--- src/hw/rtl/s3i_pkg.sv ---
// Shared types, constants and helper functions for the symmetric 3x3 inverse.
// Used by every module of the block; depends on nothing.
`timescale 1ns / 1ps
`default_nettype none
package s3i_pkg;

    localparam logic [31:0] V_ZERO = 32'h0000_0000;
    localparam logic [31:0] QNAN   = 32'h7FC0_0000;

    // Pipeline depths of the arithmetic units.
    localparam int LAT_NORM  = 2;
    localparam int LAT_MUL   = 1 + LAT_NORM;
    localparam int LAT_ADD   = 2 + LAT_NORM;
    localparam int DIV_STEPS = 27;
    localparam int LAT_RCP   = 1 + DIV_STEPS + LAT_NORM;

    // Alignment delays inside the top level.
    localparam int D_A     = LAT_MUL + LAT_ADD;
    localparam int D_M3    = LAT_ADD;
    localparam int D_COF   = LAT_MUL + 2 * LAT_ADD + LAT_RCP;
    localparam int D_SING  = LAT_RCP + LAT_MUL;
    localparam int LAT_ALL = 2 * LAT_MUL + 3 * LAT_ADD + LAT_RCP + LAT_MUL;

    typedef struct packed {
        logic nan;
        logic inf;
        logic zero;
        logic sign;
    } t_fp_spec;

    typedef struct packed {
        logic        sign;
        logic [7:0]  exp;
        logic [23:0] mant;
        logic        is_nan;
        logic        is_inf;
        logic        is_zero;
    } t_fp_unp;

    // Subnormals get exponent one and no hidden bit.
    function automatic t_fp_unp fp_unpack(input logic [31:0] w);
        t_fp_unp u;
        u.sign    = w[31];
        u.exp     = (w[30:23] == 8'd0) ? 8'd1 : w[30:23];
        u.mant    = {(w[30:23] != 8'd0), w[22:0]};
        u.is_nan  = (&w[30:23]) & (|w[22:0]);
        u.is_inf  = (&w[30:23]) & ~(|w[22:0]);
        u.is_zero = (w[30:0] == 31'd0);
        return u;
    endfunction

    function automatic logic [5:0] lzc48(input logic [47:0] v);
        logic [5:0] n;
        logic       hit;
        n   = 6'd0;
        hit = 1'b0;
        for (int i = 47; i >= 0; i--) begin
            if (!hit) begin
                if (v[i]) begin
                    hit = 1'b1;
                end else begin
                    n = n + 6'd1;
                end
            end
        end
        return n;
    endfunction

endpackage
`default_nettype wire

--- src/hw/rtl/s3i_norm.sv ---
// Normalize and round stage shared by the multiplier, adder and reciprocal.
// Two register stages; uses s3i_pkg.
`timescale 1ns / 1ps
`default_nettype none
module s3i_norm
    import s3i_pkg::*;
(
    input  wire logic        i_clk,
    input  wire logic        i_en,
    input  wire t_fp_spec    i_spec,
    input  wire logic [47:0] i_p,
    input  wire logic [10:0] i_eb,
    output logic      [31:0] o_word
);

    // The value is i_p * 2^(eb - 173); a leading one at bit 46 means exponent eb.
    logic [5:0]         lz;
    logic signed [10:0] eb_s;
    logic signed [10:0] lz_s;
    logic signed [10:0] lsh;
    logic signed [10:0] base;

    t_fp_spec    r_spec;
    logic [47:0] r_p;
    logic [7:0]  r_lsh;
    logic [9:0]  r_base;

    always_comb begin
        lz   = lzc48(i_p);
        eb_s = $signed(i_eb);
        lz_s = $signed({5'd0, lz});
        lsh  = (eb_s < lz_s) ? eb_s : lz_s;
        base = eb_s - lsh;
    end

    always_ff @(posedge i_clk) begin
        if (i_en) begin
            r_spec <= i_spec;
            r_p    <= i_p;
            r_lsh  <= lsh[7:0];
            r_base <= base[9:0];
        end
    end

    logic [7:0]  rs;
    logic [5:0]  rsc;
    logic [95:0] wide;
    logic [47:0] sh;
    logic        stx;
    logic [23:0] m;
    logic        inc;
    logic [32:0] total;
    logic [31:0] n_word;

    always_comb begin
        rs   = ~r_lsh + 8'd1;
        rsc  = (rs > 8'd48) ? 6'd48 : rs[5:0];
        wide = {r_p, 48'd0} >> rsc;
        if (r_lsh[7]) begin
            sh  = wide[95:48];
            stx = |wide[47:0];
        end else begin
            sh  = r_p << r_lsh[5:0];
            stx = 1'b0;
        end
        m     = sh[47:24];
        inc   = sh[23] & ((|sh[22:0]) | stx | m[0]);
        // A carry out of the mantissa moves into the exponent field.
        total = {r_base, 23'd0} + {9'd0, m} + {32'd0, inc};
        if (r_spec.nan) begin
            n_word = QNAN;
        end else if (r_spec.inf || (total[32:23] >= 10'd255)) begin
            n_word = {r_spec.sign, 8'hFF, 23'd0};
        end else if (r_spec.zero) begin
            n_word = {r_spec.sign, 31'd0};
        end else begin
            n_word = {r_spec.sign, total[30:0]};
        end
    end

    always_ff @(posedge i_clk) begin
        if (i_en) begin
            o_word <= n_word;
        end
    end

endmodule
`default_nettype wire

--- src/hw/rtl/s3i_fmul.sv ---
// Pipelined single-precision multiplier: mantissa product, then s3i_norm.
// Uses s3i_pkg and s3i_norm.
`timescale 1ns / 1ps
`default_nettype none
module s3i_fmul
    import s3i_pkg::*;
(
    input  wire logic        i_clk,
    input  wire logic        i_en,
    input  wire logic [31:0] i_a,
    input  wire logic [31:0] i_b,
    output logic      [31:0] o_word
);

    t_fp_unp     ua;
    t_fp_unp     ub;
    t_fp_spec    n_spec;
    logic [10:0] n_eb;

    t_fp_spec    r_spec;
    logic [47:0] r_p;
    logic [10:0] r_eb;

    always_comb begin
        ua          = fp_unpack(i_a);
        ub          = fp_unpack(i_b);
        n_spec.nan  = ua.is_nan | ub.is_nan | (ua.is_inf & ub.is_zero)
                    | (ua.is_zero & ub.is_inf);
        n_spec.inf  = ua.is_inf | ub.is_inf;
        n_spec.zero = ua.is_zero | ub.is_zero;
        n_spec.sign = ua.sign ^ ub.sign;
        n_eb        = {3'd0, ua.exp} + {3'd0, ub.exp} - 11'd127;
    end

    always_ff @(posedge i_clk) begin
        if (i_en) begin
            r_spec <= n_spec;
            r_p    <= {24'd0, ua.mant} * {24'd0, ub.mant};
            r_eb   <= n_eb;
        end
    end

    s3i_norm u_norm (
        .i_clk  (i_clk),
        .i_en   (i_en),
        .i_spec (r_spec),
        .i_p    (r_p),
        .i_eb   (r_eb),
        .o_word (o_word)
    );

endmodule
`default_nettype wire

--- config.mk ---
export PLATFORM = sky130hd
export DESIGN_NAME = s3i_fmul
export DESIGN_NICKNAME = d
export VERILOG_FILES = /design/src/hw/rtl/s3i_pkg.sv /design/src/hw/rtl/s3i_norm.sv /design/src/hw/rtl/s3i_fmul.sv
export SDC_FILE = /design/constraint.sdc
export NUM_CORES = 2
export LEC_CHECK = 0
export BUFFER_PORTS_ARGS = -buffer_cell sky130_fd_sc_hd__buf_2
export CORE_MARGIN = 2
export CORE_UTILIZATION = 60
export CTS_CLUSTER_SIZE = 30
export DETAILED_ROUTE_END_ITERATION = 8
export PLACE_DENSITY_LB_ADDON = 0.2
export SYNTH_ARGS = -nofsm -noshare
export SYNTH_HDL_FRONTEND = slang
export SYNTH_SLANG_ARGS = --single-unit
export TNS_END_PERCENT = 100
--- constraint.sdc ---
create_clock -name i_clk -period 32 [get_ports i_clk]
set_input_delay 0 -clock i_clk [delete_from_list [all_inputs] [get_ports i_clk]]
set_output_delay 0 -clock i_clk [all_outputs]
set_load 0.02 [all_outputs]
**Yosys cells after proc, flatten, opt, wreduce, memory -nomap -nowiden**

Cells that the tools add are included.

- Bits of input ports: 66
- Logic and storage cells: 304
- Output and inout bits: 32
- Register bits after elaboration: 164

- Reductions and logical operators: 15
- Add/sub/neg operators: 53
- Magnitude comparators: 3
- Bitwise logic cells: 18
- Mux-type cells: 196
- Multiply operators: 1
- Shift operators: 2

Operators with widths:

| cell | number |
|---|---|
| 6-bit 2-to-1 mux | 95 |
| 6-bit by 1-bit adder with 6-bit output, second input constant | 46 |
| 96-bit by 6-bit right shift with 96-bit output | 1 |
| 1-bit 2-to-1 mux | 95 |
| 23-bit OR reduction | 3 |
| 31-bit zero test | 2 |
| 24-bit by 24-bit multiplier with 48-bit output | 1 |
| 48-bit 2-to-1 mux | 1 |
| 48-bit OR reduction | 1 |
| 48-bit by 6-bit left shift with 48-bit output | 1 |
| 33-bit by 1-bit adder with 33-bit output | 1 |
| 33-bit by 24-bit adder with 33-bit output | 1 |
| 31-bit 2-to-1 mux | 1 |
| 23-bit 2-to-1 mux | 1 |
| 8-bit zero test | 2 |
| 8-bit 2-to-1 mux | 2 |
| 8-bit AND reduction | 2 |
| 8-bit nonzero test | 2 |
| 10-bit by 8-bit >= comparator with 1-bit output, second input constant | 1 |
| 10-bit by 7-bit less-than comparator with 1-bit output | 1 |
| 10-bit 2-to-1 mux | 1 |
| 10-bit subtractor | 1 |
| 9-bit by 7-bit subtractor with 10-bit output, second input constant | 1 |
| 8-bit by 8-bit adder with 9-bit output | 1 |
| 11 further kinds | 24 |

**Logic depth before layout (Yosys ltp)**

- Depth in word-level cells: 145
- Mapped depth: 184
- Mapped depth without buffers: 182

**Modules after synthesis**

A second synthesis with hierarchy kept.

- Cells, all modules: 4,392
- Area total of the unflattened synthesis: 37,203.2 um^2

By module, submodules not included:

| module | cells each | instances | area an instance (um^2) | sequential area each (um^2) |
|---|---|---|---|---|
| s3i_fmul | 2,299 | 1 | 21,267.9 | 1,861.8 |
| s3i_norm | 2,093 | 1 | 15,935.3 | 3,062.9 |

**Least setup slack after synthesis**

Ideal clock, no wire load.

- Path kind: flip-flop to flip-flop
- Start point: reg r_p[46]
- End point: reg u_norm.r_base[7] (data pin)
- Cell stages (with the launch flop): 177
- Path slack: 0.222 ns
- Setup time: 0.269 ns
- Clock period less this slack: 31.778 ns
- Required time: 31.731 ns
- Arrival: 31.510 ns
- Path buffers: 1
- Cells stage by stage: edfxtp_1 or4_4 and2_1 ha_1 mux2_2 o21ai_0 inv_1 ha_1 nand2_1 o21ai_0 ha_1 nand2b_1 a31oi_1 ha_1 mux2i_1 o2111ai_1 nor2b_1 ha_1 [... 141 more ...] a221oi_1 o21ai_0 a31oi_1 ha_1 buf_2 clkinv_1 mux2_2 ha_1 a21oi_1 inv_1 o21ai_0 o21ai_0 a21oi_1 a211oi_1 a21oi_1 nor2b_1 o311ai_1 o31ai_1

- Longest elaborated chain between the ends: 143
- Elaborated cells on any way between the ends: 190
- Classes of those cells: add/sub: 47; order compare: 1; mux: 142

Ends and longest elaborated chain:

| item | RTL line | RTL |
|---|---|---|
| start: declaration | s3i_fmul.sv:21 | `logic [47:0] r_p;` |
| start signal: assignment | s3i_fmul.sv:38 | `r_p <= {24'd0, ua.mant} * {24'd0, ub.mant};` |
| 6-bit 2-to-1 mux | s3i_pkg.sv:59 | `if (v[i]) begin` |
| 6-bit 2-to-1 mux | s3i_pkg.sv:58 | `if (!hit) begin` |
| 6-bit by 1-bit adder with 6-bit output | s3i_pkg.sv:62 | `n = n + 6'd1;` |
| 6-bit 2-to-1 mux | s3i_pkg.sv:59 |  |
| 6-bit 2-to-1 mux | s3i_pkg.sv:58 |  |
| 6-bit by 1-bit adder with 6-bit output | s3i_pkg.sv:62 |  |
| 6-bit 2-to-1 mux | s3i_pkg.sv:59 |  |
| 6-bit 2-to-1 mux | s3i_pkg.sv:58 |  |
| [... 128 more ...] | n/a |  |
| 6-bit 2-to-1 mux | s3i_pkg.sv:58 |  |
| 6-bit by 1-bit adder with 6-bit output | s3i_pkg.sv:62 |  |
| 6-bit 2-to-1 mux | s3i_pkg.sv:59 |  |
| 6-bit 2-to-1 mux (*) | s3i_pkg.sv:58 |  |
| 10-bit by 7-bit less-than comparator with 1-bit output | s3i_norm.sv:32 | `lsh = (eb_s < lz_s) ? eb_s : lz_s;` |
| 10-bit 2-to-1 mux (*) | s3i_norm.sv:32 |  |
| 10-bit subtractor (*) | s3i_norm.sv:33 | `base = eb_s - lsh;` |
| via u_norm.base[7] | s3i_norm.sv:21 | `logic signed [10:0] base;` |
| end signal: assignment | s3i_norm.sv:41 | `r_base <= base[9:0];` |
| end: declaration | s3i_norm.sv:26 | `logic [9:0] r_base;` |

The timed path passes the listed nets; every way through them passes the cells marked *.
A chain may end at the register's enable or synchronous reset.

**Worst setup path in the final report**

Same ends and word-level chain as after synthesis.

==> metrics <==
status finished, final reports clean; Max stage delay on crit path about 560 ps; I/O pin cnt a little under 100; core area around 59000 µm²; drt pass-1 iters 6; WL met1 ~39 mm; Layout Skew between 15 and 20 ps; Total Wirelength a little under 100 mm; transition time of the tightest slew-check pin approximately 1300 ps; Critical Path RT ~32000 ps; Tightest Hold Check Type in2reg; met2 wire len around 47 mm; Synth Instances 4155; remaining global-route overflow 0; Worst-Skew Late Latency ~470 ps; commonest cells in the netlist 690 x nand2_1, 556 x inv_1, 484 x fa_1; worst rel slew slack 0.09634; clk sinks about 160; kind of end point of the critical path flip-flop; DRC Markers 0; unique cell type count in the Yosys netlist roughly 110; DIE WIDTH 249.2 µm; min cycle time layout 31130 ps; Final Max Slew Viols 0; post-synthesis mux area share 0.06470; n_diodes 0; antenna violations before repair 0; Synth Area in Compound Gates 0.09691; largest family of logic cells by synthesized area adder cells; Placer Congestion 0.9681; die area between 60000 and 70000 µm²; Max-Cap Viols 0; Worst EP arrival approximately 31000 ps; layout cell share with drive strength beyond 1 0.1202; XOR/XNOR share of the synthesized area 0.06054; EDFF count, synth 164; FF+latch count, synth 164; CP max FO 4; simple-gate portion of the synthesized area 0.2054; final setup fails 0; uppermost layer routed met4; hold_ws around 51 ps; Syn Nets 4953; sequential area share after synthesis 0.1365; Post-Synth Adder-Cell Area 0.3545; hpwl dp 71.93 mm; first-pass GRT wire length approximately 160 mm; site row count 89; H-tree Lvls 4; count leader, synth nand2_1; Yosys top cell area share 0.2685; Clock transition at path regs 80 ps; fmax 32.13 MHz; WL/cell approximately 20 µm; largest net degree at the start of global routing 63; CTS Buffer Depth 2; Area growth syn-to-layout 8.363%; Ys Warns 0; initial DRC count 2426; IO buf count slightly below 100; DR vias/cell about 6.0; nets about 5000; critical path class reg2reg; fraction of registers with async set/reset 0; syn_area_per_cell a little under 9 µm²; final hold violation count 0; most used cell, CP ha_4; Routed Antenna Nets 0; Synth Cell Area ~36000 µm²; Die Y 249.2 µm; TritonCTS clock tree built; worst path buffer plus inverter count 14; Initial Utilization 0.6091; area leader, netlist fa_1; Tcrit/Tclk final 0.9727; crit-path leading delay family adder cells; total CTS buffers 17; CP Launch Type flip-flop; CTS Root Cell clkbuf_16; metal3 WL 8.047 mm; Area contributors post-synth fa_1 27%, edfxtp_1 14%, ha_1 8.6%; CP max-delay cell or4_4; Post-synth top flop edfxtp_1; Overall Global Routing Usage 0.3116; vias in the first global route 29860; routed vias about 30000
==> state kept, by name (all words and copies together), names as in the netlist <==
register and cells:
r_eb 10, r_p 48, r_spec 4, u_norm.o_word 32
u_norm.r_base 10, u_norm.r_lsh 8, u_norm.r_p 48, u_norm.r_spec 4
==> worst min-delay path, stage by stage <==
cell and delay (ps):
buf_2 110, nand4_1 90, o31ai_1 130
==> per-layer routing <==
metal,vias to the layer above,GRT usage
met2,1352,0.5207
met4,0,0.1217
met3,291,0.05361
met5,-,0
li1,13750,-
met1,14600,0.4056
==> cell type report <==
| class | instances | area, µm² |
|---|---|---|
| Multi-Input combinational cell | 3216 | 28960 |
| Fill cell | 4883 | 20140 |
| Sequential cell | 164 | 4925 |
| Inverter | 558 | 2097 |
| Timing Repair Buffer | 233 | 1533 |
| Tap cell | 773 | 967.2 |
| Clock buffer | 17 | 425.4 |
| Clock inverter | 15 | 201.4 |
==> timing repair <==
item | 4_1_cts | 5_1_grt
hold buffers | 5 | 0
pin swaps | 30 | 110
endpoints found under the hold margin | 25 | 0
gates resized for setup | 36 | 115
buffers inserted | 38 | 33
setup endpoints to repair | 9 | 18
==> kinds of logic after synthesis <==
family | Yosys count
buffers and inverters | 775
AO/OA/AOI/OAI | 548
flip-flops | 164
AND/OR/NAND/NOR | 1559
adder cells (fa/ha/maj) | 732
multiplexers | 172
XOR/XNOR | 205
==> layout by cell type (no fill, tap or decap), types with 10 or more instances in the layout <==
cell / n
a211oi_1: 20
a21o_1: 17
a21oi_1: 147
a31oi_1: 40
and2_1: 221
and3_1: 23
buf_2: 96
buf_4: 129
clkbuf_16: 17
edfxtp_1: 164
fa_1: 483
ha_1: 221
ha_4: 25
inv_1: 549
mux2_2: 10
mux2_4: 10
mux2i_1: 102
mux4_2: 47
nand2_1: 682
nand2b_1: 29
nand3_1: 60
nand4_1: 17
nor2_1: 244
nor2b_1: 33
nor3_1: 84
nor3b_1: 15
nor4_1: 35
o211ai_1: 10
o21a_1: 16
o21ai_0: 103
o21ai_1: 11
o21bai_1: 24
o22ai_1: 20
or2_2: 13
or3_1: 20
xnor2_1: 123
xor2_1: 54
==> worst paths after layout <==
| kind | from | endpoint | slack, ps | cells past startpoint |
|---|---|---|---|---|
| max | r_p[46] | u_norm.r_base[7] | 870 | 177 |
| min | i_b[23] | r_spec[3] | 50 | 3 |
| max reg2reg | r_p[46] | u_norm.r_base[7] | 870 | 177 |
| min reg2reg | r_spec[2] | u_norm.r_spec[2] | 430 | 0 |
==> per-stage QoR <==
| stage | instances | utilization | worst slack, ps | cell area (µm²) | setup TNS [ps] |
|---|---|---|---|---|---|
| floorplan | 4155 | - | 221.9 | 36090 | 0 |
| global placement | 4868 | 0.6278 | -22.10 | 37190 | -22.10 |
| detailed placement | 4868 | 0.6278 | -1115 | 37190 | -5856 |
| CTS | 4943 | 0.6454 | 3.681 | 38240 | 0 |
| global route | 4976 | 0.6601 | -681.9 | 39100 | -3088 |
| finish | 4976 | 0.6601 | 873.3 | 39100 | 0 |
Power is left out: the tool's default activity adds up to more than one toggle a clock period on the data nets, which glitch-free logic cannot reach.
