[config.mk]
export PLATFORM = sky130hd
export DESIGN_NAME = s3i_frecip
export DESIGN_NICKNAME = d
export VERILOG_FILES = /design/src/hw/rtl/s3i_pkg.sv /design/src/hw/rtl/s3i_norm.sv /design/src/hw/rtl/s3i_frecip.sv
export SDC_FILE = /design/constraint.sdc
export NUM_CORES = 2
export LEC_CHECK = 0
export BUFFER_PORTS_ARGS = -buffer_cell sky130_fd_sc_hd__buf_2
export CAP_MARGIN = 20
export CORE_MARGIN = 1.5
export CORE_UTILIZATION = 64
export DETAILED_ROUTE_END_ITERATION = 8
export PLACE_DENSITY = 0.88
export SETUP_SLACK_MARGIN = 0.15
export SYNTH_ARGS = -nofsm -noshare
export SYNTH_HDL_FRONTEND = slang
export SYNTH_SLANG_ARGS = --single-unit
[constraint.sdc]
create_clock -name i_clk -period 28 [get_ports i_clk]
set_input_delay 1.4 -clock i_clk [delete_from_list [all_inputs] [get_ports i_clk]]
set_output_delay 1.4 -clock i_clk [all_outputs]
set_load 0.03 [all_outputs]
[src/hw/rtl/s3i_pkg.sv]
// Shared types, constants and helper functions for the symmetric 3x3 inverse.
// Used by every module of the block; depends on nothing.
`timescale 1ns / 1ps
`default_nettype none
package s3i_pkg;

    localparam logic [31:0] V_ZERO = 32'h0000_0000;
    localparam logic [31:0] QNAN   = 32'h7FC0_0000;

    // Pipeline depths of the arithmetic units.
    localparam int LAT_NORM  = 2;
    localparam int LAT_MUL   = 1 + LAT_NORM;
    localparam int LAT_ADD   = 2 + LAT_NORM;
    localparam int DIV_STEPS = 27;
    localparam int LAT_RCP   = 1 + DIV_STEPS + LAT_NORM;

    // Alignment delays inside the top level.
    localparam int D_A     = LAT_MUL + LAT_ADD;
    localparam int D_M3    = LAT_ADD;
    localparam int D_COF   = LAT_MUL + 2 * LAT_ADD + LAT_RCP;
    localparam int D_SING  = LAT_RCP + LAT_MUL;
    localparam int LAT_ALL = 2 * LAT_MUL + 3 * LAT_ADD + LAT_RCP + LAT_MUL;

    typedef struct packed {
        logic nan;
        logic inf;
        logic zero;
        logic sign;
    } t_fp_spec;

    typedef struct packed {
        logic        sign;
        logic [7:0]  exp;
        logic [23:0] mant;
        logic        is_nan;
        logic        is_inf;
        logic        is_zero;
    } t_fp_unp;

    // Subnormals get exponent one and no hidden bit.
    function automatic t_fp_unp fp_unpack(input logic [31:0] w);
        t_fp_unp u;
        u.sign    = w[31];
        u.exp     = (w[30:23] == 8'd0) ? 8'd1 : w[30:23];
        u.mant    = {(w[30:23] != 8'd0), w[22:0]};
        u.is_nan  = (&w[30:23]) & (|w[22:0]);
        u.is_inf  = (&w[30:23]) & ~(|w[22:0]);
        u.is_zero = (w[30:0] == 31'd0);
        return u;
    endfunction

    function automatic logic [5:0] lzc48(input logic [47:0] v);
        logic [5:0] n;
        logic       hit;
        n   = 6'd0;
        hit = 1'b0;
        for (int i = 47; i >= 0; i--) begin
            if (!hit) begin
                if (v[i]) begin
                    hit = 1'b1;
                end else begin
                    n = n + 6'd1;
                end
            end
        end
        return n;
    endfunction

endpackage
`default_nettype wire

[src/hw/rtl/s3i_norm.sv]
// Normalize and round stage shared by the multiplier, adder and reciprocal.
// Two register stages; uses s3i_pkg.
`timescale 1ns / 1ps
`default_nettype none
module s3i_norm
    import s3i_pkg::*;
(
    input  wire logic        i_clk,
    input  wire logic        i_en,
    input  wire t_fp_spec    i_spec,
    input  wire logic [47:0] i_p,
    input  wire logic [10:0] i_eb,
    output logic      [31:0] o_word
);

    // The value is i_p * 2^(eb - 173); a leading one at bit 46 means exponent eb.
    logic [5:0]         lz;
    logic signed [10:0] eb_s;
    logic signed [10:0] lz_s;
    logic signed [10:0] lsh;
    logic signed [10:0] base;

    t_fp_spec    r_spec;
    logic [47:0] r_p;
    logic [7:0]  r_lsh;
    logic [9:0]  r_base;

    always_comb begin
        lz   = lzc48(i_p);
        eb_s = $signed(i_eb);
        lz_s = $signed({5'd0, lz});
        lsh  = (eb_s < lz_s) ? eb_s : lz_s;
        base = eb_s - lsh;
    end

    always_ff @(posedge i_clk) begin
        if (i_en) begin
            r_spec <= i_spec;
            r_p    <= i_p;
            r_lsh  <= lsh[7:0];
            r_base <= base[9:0];
        end
    end

    logic [7:0]  rs;
    logic [5:0]  rsc;
    logic [95:0] wide;
    logic [47:0] sh;
    logic        stx;
    logic [23:0] m;
    logic        inc;
    logic [32:0] total;
    logic [31:0] n_word;

    always_comb begin
        rs   = ~r_lsh + 8'd1;
        rsc  = (rs > 8'd48) ? 6'd48 : rs[5:0];
        wide = {r_p, 48'd0} >> rsc;
        if (r_lsh[7]) begin
            sh  = wide[95:48];
            stx = |wide[47:0];
        end else begin
            sh  = r_p << r_lsh[5:0];
            stx = 1'b0;
        end
        m     = sh[47:24];
        inc   = sh[23] & ((|sh[22:0]) | stx | m[0]);
        // A carry out of the mantissa moves into the exponent field.
        total = {r_base, 23'd0} + {9'd0, m} + {32'd0, inc};
        if (r_spec.nan) begin
            n_word = QNAN;
        end else if (r_spec.inf || (total[32:23] >= 10'd255)) begin
            n_word = {r_spec.sign, 8'hFF, 23'd0};
        end else if (r_spec.zero) begin
            n_word = {r_spec.sign, 31'd0};
        end else begin
            n_word = {r_spec.sign, total[30:0]};
        end
    end

    always_ff @(posedge i_clk) begin
        if (i_en) begin
            o_word <= n_word;
        end
    end

endmodule
`default_nettype wire

[src/hw/rtl/s3i_frecip.sv]
// Pipelined single-precision reciprocal: normalize, one quotient bit per
// stage by restoring division, then s3i_norm. Uses s3i_pkg and s3i_norm.
`timescale 1ns / 1ps
`default_nettype none
module s3i_frecip
    import s3i_pkg::*;
(
    input  wire logic        i_clk,
    input  wire logic        i_en,
    input  wire logic [31:0] i_d,
    output logic      [31:0] o_word
);

    localparam logic [24:0] REM_INIT = 25'h080_0000;

    t_fp_unp     ud;
    logic [5:0]  lz;
    t_fp_spec    n_spec;

    t_fp_spec    r_spec;
    logic [23:0] r_md;
    logic [10:0] r_eb;

    always_comb begin
        ud          = fp_unpack(i_d);
        lz          = lzc48({ud.mant, 24'd0});
        n_spec.nan  = ud.is_nan;
        n_spec.inf  = ud.is_zero;
        n_spec.zero = ud.is_inf;
        n_spec.sign = ud.sign;
    end

    always_ff @(posedge i_clk) begin
        if (i_en) begin
            r_spec <= n_spec;
            r_md   <= ud.mant << lz;
            // 1/d = floor(2^49/md) scaled so that the norm exponent is 253 - ed + lz.
            r_eb   <= 11'd253 - {3'd0, ud.exp} + {5'd0, lz};
        end
    end

    logic [24:0] rin   [DIV_STEPS];
    logic [26:0] qin   [DIV_STEPS];
    logic [23:0] mdin  [DIV_STEPS];
    logic [10:0] ebin  [DIV_STEPS];
    t_fp_spec    spin  [DIV_STEPS];
    logic        ge    [DIV_STEPS];
    logic [24:0] rsub  [DIV_STEPS];

    logic [24:0] r_rem [DIV_STEPS];
    logic [26:0] r_q   [DIV_STEPS];
    logic [23:0] r_mdk [DIV_STEPS];
    logic [10:0] r_ebk [DIV_STEPS];
    t_fp_spec    r_spk [DIV_STEPS];

    always_comb begin
        for (int k = 0; k < DIV_STEPS; k++) begin
            if (k == 0) begin
                rin[k]  = REM_INIT;
                qin[k]  = 27'd0;
                mdin[k] = r_md;
                ebin[k] = r_eb;
                spin[k] = r_spec;
            end else begin
                rin[k]  = r_rem[k-1];
                qin[k]  = r_q[k-1];
                mdin[k] = r_mdk[k-1];
                ebin[k] = r_ebk[k-1];
                spin[k] = r_spk[k-1];
            end
            ge[k]   = (rin[k] >= {1'b0, mdin[k]});
            rsub[k] = ge[k] ? (rin[k] - {1'b0, mdin[k]}) : rin[k];
        end
    end

    always_ff @(posedge i_clk) begin
        if (i_en) begin
            for (int k = 0; k < DIV_STEPS; k++) begin
                r_rem[k] <= {rsub[k][23:0], 1'b0};
                r_q[k]   <= {qin[k][25:0], ge[k]};
                r_mdk[k] <= mdin[k];
                r_ebk[k] <= ebin[k];
                r_spk[k] <= spin[k];
            end
        end
    end

    logic [47:0] qv;

    // A nonzero remainder lands below the round bit as sticky.
    assign qv = {r_q[DIV_STEPS-1], 20'd0, (r_rem[DIV_STEPS-1] != 25'd0)};

    s3i_norm u_norm (
        .i_clk  (i_clk),
        .i_en   (i_en),
        .i_spec (r_spk[DIV_STEPS-1]),
        .i_p    (qv),
        .i_eb   (r_ebk[DIV_STEPS-1]),
        .o_word (o_word)
    );

endmodule
`default_nettype wire
# Word level (Yosys, flattened, before mapping)
# Memories as Yosys holds them, arrays and structs flattened. A register that Yosys moved wholly into a read port is not among the register bits.
# Cells that the tools add are included.
# classes
addsub,127
n_lt_le_gt_ge,30
shifts,3
n_mux,302
bitwise_logic,7
reduce_logical,11
# op_table
operator,n
$mux 6,145
$ge 25x24->1,26
$mux 24,27
$sub 24x24->24,26
$add 6x1->6 const B,93
$mux 1,125
$shr 96x6->96,1
$mux 48,1
$reduce_or 48->1,1
$shl 48x6->48,1
$reduce_or 23->1,2
$add 33x1->33,1
$add 33x24->33,1
$logic_not 31->1,1
$mux 31,1
$reduce_bool 25->1,1
$ge 24x24->1 const A,1
$shl 24x6->24,1
$sub 24x24->24 const A,1
$mux 23,1
$lt 11x7->1,1
$add 9x7->10,1
$ge 10x8->1 const B,1
$mux 10,1
16 further kinds,19
# totals
regBits,117
ram_bits,2430
out_inout_bits,32
memories,5
# memory_table
name,depth,width,read_ports,rd_ports_with_merged_regs,wr,line,text
r_q,27,27,27,0,27,s3i_frecip.sv:51,logic [26:0] r_q [DIV_STEPS];
r_mdk,27,24,26,0,27,s3i_frecip.sv:52,logic [23:0] r_mdk [DIV_STEPS];
r_rem,27,24,27,0,27,s3i_frecip.sv:50,logic [24:0] r_rem [DIV_STEPS];
r_ebk,27,11,27,0,27,s3i_frecip.sv:53,logic [10:0] r_ebk [DIV_STEPS];
r_spk,27,4,27,1,27,s3i_frecip.sv:54,t_fp_spec r_spk [DIV_STEPS];

# Depth between registers and ports, before layout
# An unclocked memory read counts as a cell.
# depth
word_depth,126
ltp_mapped,114
depth_no_buf,110

# Cells and area by module
# A second synthesis with hierarchy kept.
# unflattened
hier_cells,10458
hier_area_um2,119384.5
# by_module_without_submodules
module,n_inst,cells_each,area_per_inst_um2,seq_area_each_um2
s3i_frecip,1,8450,103742.0,62039.5
s3i_norm,1,2008,15642.5,3062.9

# Worst setup path before layout
# OpenSTA, ideal clock, no wires.
# synth_timing
path_type,input to register
start,input port i_d[29]
end,register r_eb[7] (data pin)
t_arrival_ps,20573
slack_ps,7169
path_stages,108
cell_sequence,buf_2 > or4_4 > nor2_1 > clkbuf_1 > nand2_1 > inv_1 > ha_1 > o21a_1 > ha_1 > nand2_1 > a211oi_1 > ha_1 > nand2_1 > a21oi_1 > ha_1 > mux2_2 > ha_1 > nor2b_1 > (+72 left out) > xnor2_1 > nor2_1 > nor2_1 > xor3_1 > xnor2_1 > nor3_1 > xnor3_1 > xnor3_2 > xnor2_1 > and3b_1 > or2_0 > clkbuf_1 > buf_2 > ha_1 > a21oi_1 > o21bai_1 > a21o_1 > xnor2_1
# synth_via
elab_chain_len,120
elab_cells_between_ends,147
classes_between,49 x add/sub; 96 x mux; 2 x reduce/logical
# synth_lines
element,line,text
from (decl),s3i_frecip.sv:10,"input wire logic [31:0] i_d,"
$reduce_bool 8->1,s3i_pkg.sv:45,"u.mant = {(w[30:23] != 8'd0), w[22:0]};"
$mux 1,s3i_pkg.sv:59,if (v[i]) begin
$add 6x1->6,s3i_pkg.sv:62,n = n + 6'd1;
$mux 6,s3i_pkg.sv:59,
$mux 6,s3i_pkg.sv:58,if (!hit) begin
$add 6x1->6,s3i_pkg.sv:62,
$mux 6,s3i_pkg.sv:59,
$mux 6,s3i_pkg.sv:58,
(+104 left out),n/a,
$mux 6,s3i_pkg.sv:58,
$add 6x1->6,s3i_pkg.sv:62,
$mux 6,s3i_pkg.sv:58,
$add 6x1->6,s3i_pkg.sv:62,
$mux 6,s3i_pkg.sv:58,
$add 6x1->6,s3i_pkg.sv:62,
$mux 6,s3i_pkg.sv:58,
$add 9x7->10 (*),s3i_frecip.sv:38,"r_eb <= 11'd253 - {3'd0, ud.exp} + {5'd0, lz};"
to (signal assigned),s3i_frecip.sv:38,
to (decl),s3i_frecip.sv:22,logic [10:0] r_eb;
# Every way passes the cells marked *; elsewhere a longest branch is shown, timed or not.
# A chain may end at the register's enable or synchronous reset.

# Worst setup path in the final report
# layout_timing
start,input port i_d[27]
end,register r_eb[7] (data pin)
# layout_via
elab_chain_len,120
elab_cells_between_ends,147
classes_between,49 x add/sub; 96 x mux; 2 x reduce/logical
# layout_lines
element,line,text
$reduce_bool 8->1 (*),s3i_pkg.sv:45,
$mux 1,s3i_pkg.sv:59,
$add 6x1->6,s3i_pkg.sv:62,
$mux 6,s3i_pkg.sv:59,
$mux 6,s3i_pkg.sv:58,
$add 6x1->6,s3i_pkg.sv:62,
$mux 6,s3i_pkg.sv:59,
$mux 6,s3i_pkg.sv:58,
(+105 left out),n/a,
$add 6x1->6,s3i_pkg.sv:62,
$mux 6,s3i_pkg.sv:58,
$add 6x1->6,s3i_pkg.sv:62,
$mux 6,s3i_pkg.sv:58,
$add 6x1->6,s3i_pkg.sv:62,
$mux 6 (*),s3i_pkg.sv:58,
via lz[5],s3i_frecip.sv:17,logic [5:0] lz;
$add 9x7->10 (*),s3i_frecip.sv:38,
# The timed path passes the listed nets; every way through them passes the cells marked *.

==> out/results.env <==
YOSYSWARNINGCOUNT=0
WORSTHOLDSTART='r_q[1][256]'
FINALCOREUTILIZATION_PCT=70.24
GLOBALROUTETOTALUTIL_PCT=28.49
DIEWIDTH_UM=425.6
MAX_STAGE_DELAY_NS=0.73
GP_CONGESTION=0.9257
SYN_INST=10169
DRT_ITER0_MARKERS=7316
SYNTHESIS.AREA_PER_INSTANCE_UM2=11.24
PORT_BUFFERS=65
P_SWITCHING_W=0.004109
GRT_FIRST_PASS_WIRELENGTH_MM=411.3
HOLD_PATH.CLASS='flip-flop to flip-flop'
SHARE_CLK_OF_TOTAL_POWER_PCT=23.9
CTS_MAX_LEVEL=4
ANTENNA_FOUND_INITIAL=2
CELL_INTERNAL_PWR_W=0.007786
SETUP.WORST_PATH.CLASS='primary input to flip-flop'
GRT_SETUP_UNREPAIRED='no'
LAYOUT.CELL_AREA.NON_FILLER_UM2=124200
MOSTFREQUENTLAYOUTCELLS='edfxtp_1 (2148), inv_1 (1185), a21oi_1 (1022)'
PLACEDINSTANCEAREA_UM2=117300
SYNTH_TOP_CELL_BY_AREA='edfxtp_1'
INITIAL_CELL_DENSITY_OF_THE_CORE_PCT=64.63
CRIT_REQUIRED_NS=28.60
ROUTE.DETAILED.DRC=0
HOLD-WORST-SLACK_NS=0.4047
TIMING.SETUP.TNS_NS=0
FINAL_NET_COUNT=11035
SYNTH_ASYNC_SR_FLOP_SHARE_PCT=0
POST_SYNTHESIS_TO_FINAL_LAYOUT_AREA_GROWTH_PCT=8.685
CTS_BUFFER_DEPTH=3
WIRE_PER_INST_UM=20.43
MAX_FREQ_MHz=44.47
WORST_PATH_MAX_DELAY_CELL='ha_1'
LAYOUT.CELLS.MOST_COMMON='edfxtp_1'
ANTENNA_CELLS_INSERTED=0
FIRST_GLOBAL_VIAS=76993
FLIP_FLOP_CELL_WITH_THE_HIGHEST_COUNT_AFTER_SYNTHESIS='edfxtp_1'
SYN-NUM-NETS=10931
CTS.CLK_SLEW.WORST_PATHS_NS=0.06
STATIC-LEAKAGE-POWER_nW=49.41
YS_TYPES=100
CTSROOTBUFFERMASTER='clkbuf_16'
CP-START-KIND='primary input'
DIEHEIGHT_UM=425.6
WORST-ENDPOINT-ARRIVAL_NS=23.09
CELLPOWERDENSITY_nW_PER_UM2=95.73
REG_TO_REG_STARTPOINT='r_q[1][296]'
DETAILED_PLACE_HPWL_MM=185.8
HOLD_PATH_END='r_q[1][284]'
DR.PASS1.ITERS=7
ROW_CNT=154
CTS_TREE='built'
STATUS='finished clean'
WORSTMARGINPINSLEW_NS=1.214
WORSTHOLDPATHCELLS=0
DP.CELLS=12397
CTS_SINKS=2148
PLACEABLECOREAREA_UM2=176900
VIA_COUNT=77821
CTS.REPAIR_TIMING.SETUP_BUFFER_COUNT=0
SYNTH_SEQ_AREA_SHARE_PCT=56.42
NFILLCELLS=11815
DRIVE_ABOVE_1_SHARE_PCT=6.443
GRT_REMAINING_OVERFLOW=0
FF2FF_PATH_DEPTH=104
SYNTH_AREA_UM2=114300
SLEW_HEADROOM_PCT=19.07
FINAL.PERIOD_UTILIZATION_PCT=80.31
POST_LAYOUT_NONFILLER_INSTANCES=12786
YOSYS.AREA.TOP_TYPE_SHARE_PCT=56.42
WORST_IR_DROP_VDD_uV=63.07
SYNTH_ENABLE_FLOP_CELLS=2148
SYNTH-SEQ-CELLS=2148
DETAIL-ROUTE-ANTENNA-NETS=0
CP_MAX_FO=22
SEQUENTIAL_SHARE_OF_POWER_PCT=40.7
TRITONCTS.NUM_BUFFERS=212
CTS-RESIZED-GATES=0
COMB_POWER_SHARE_PCT=35.4
R2R_END='u_norm.r_base[8]'
SETUP_VIOL=0
GRT_START_MAX_NET_PINS=203
CRIT_PATH_END_KIND='flip-flop'
SYNTH_AREA_LEADERS='edfxtp_1 (56%), ha_1 (7.7%), a21oi_1 (4.5%), inv_1 (3.9%), xnor2_1 (3.1%)'
CTS_HOLD_BUFFERS=0
FINALCRITICALPERIOD_NS=22.49
WORSTSKEWPAIRLATENCY_NS=0.86
DIE_AREA_UM2=181200
WORST-R2R-SETUP-SLACK_NS=6.60
TIMING.CLOCK.SKEW_NS=0.03348
NETSWITCHINGFRACTION_PCT=34.54
WIRELENGTH_MM=261.2
IOPINCOUNT=66
TIMING.FINAL.MAX_SLEW_VIOLATIONS=0
FINAL_HOLD_VIOL_COUNT=0
VIA_PER_INST=6.086
CRITICAL_PATH.MOST_COMMON_CELL='ha_1'
DRV_CAP=0
==> per-stage QoR <==
stage	power [W]	setup WS, ns
2_1_floorplan	0.007788	7.169
3_3_place_gp	0.008708	4.845
3_5_place_dp	0.008916	4.538
4_1_cts	0.01184	5.366
5_1_grt	0.01252	3.788
6_report	0.01189	5.514
==> sequential cells by signal, indices dropped and copies added, names as in the netlist <==
register and count:
r_eb 10, r_ebk 270, r_md 24, r_mdk 624
r_q 378, r_rem 648, r_spec 4, r_spk 108
u_norm.o_word 32, u_norm.r_base 10, u_norm.r_lsh 8, u_norm.r_p 28
u_norm.r_spec 4
==> worst max-delay path: cells and delay by family <==
kind	cells	cell delay, ns
and+or+nand+nor	30	3.76
adders and majority gates	24	7.89
AOI/OAI and AO/OA	21	3.57
muxes	14	2.76
buffers and inverters	7	1.00
xor gates and xnor gates	8	2.64
==> routing by layer <==
layer | global-route usage (%) | up-vias | routed length, µm
met5 | 0 | - | 18
met4 | 10.13 | 2 | 9149
met3 | 3.683 | 632 | 14690
met2 | 49.88 | 2928 | 131500
met1 | 36.37 | 37478 | 105800
li1 | - | 36781 | -
==> layout make-up <==
type	instances	area (µm²)	area share, %
inverter	1190	4467	3.595
tap	2340	2928	2.356
timing repair buffer	141	1001	0.8056
clock buffer	252	5519	4.442
clock inverter	135	1415	1.139
sequential	2148	64500	51.91
multi-input combinational	6580	44420	35.75
==> cells in the mapped netlist (all sizes together), types with 122 or more instances <==
master and count:
a21o 126, a21oi 1022, clkbuf 210, edfxtp 2148, ha 700, inv 1187
mux2 122, mux2i 124, nand2 559, nand2b 305, nand3 281, nand4 130
nor2 871, nor2b 133, nor3 189, o21ai 560, xnor2 403, xor2 168
==> power by group through the flow <==
stage / Combinational (W) / Clock (W) / Sequential, W
floorplan: 0.00309 / 0 / 0.00470
global placement: 0.00385 / 0 / 0.00486
detailed placement: 0.00403 / 0 / 0.00488
CTS: 0.00413 / 0.00289 / 0.00483
global route: 0.00462 / 0.00301 / 0.00489
finish: 0.00421 / 0.00285 / 0.00484
==> cell families (layout without fill, tap and decap cells) <==
family,after synthesis,count (layout),synth area share [%]
AND/OR/NAND/NOR,2760,2760,11.69
AO/OA/AOI/OAI,2223,2223,11.30
flip-flops,2148,2148,56.42
buffers and inverters,1441,1718,4.758
adder cells (fa/ha/maj),732,732,8.187
XOR/XNOR,589,589,4.771
multiplexers,275,275,2.862
other,1,1,0.003280
==> worst max path at each step <==
stage | start | end | slack (ns)
after floorplan | i_d[29] | r_eb[7] | 7.17
after global placement | i_d[25] | r_eb[7] | 4.84
after detailed placement | i_d[27] | r_eb[7] | 4.54
after CTS | i_d[27] | r_eb[7] | 5.37
after global routing | i_d[27] | r_eb[7] | 3.79
final | i_d[27] | r_eb[7] | 5.51
Note: power is estimated with default switching activity, not from simulation.
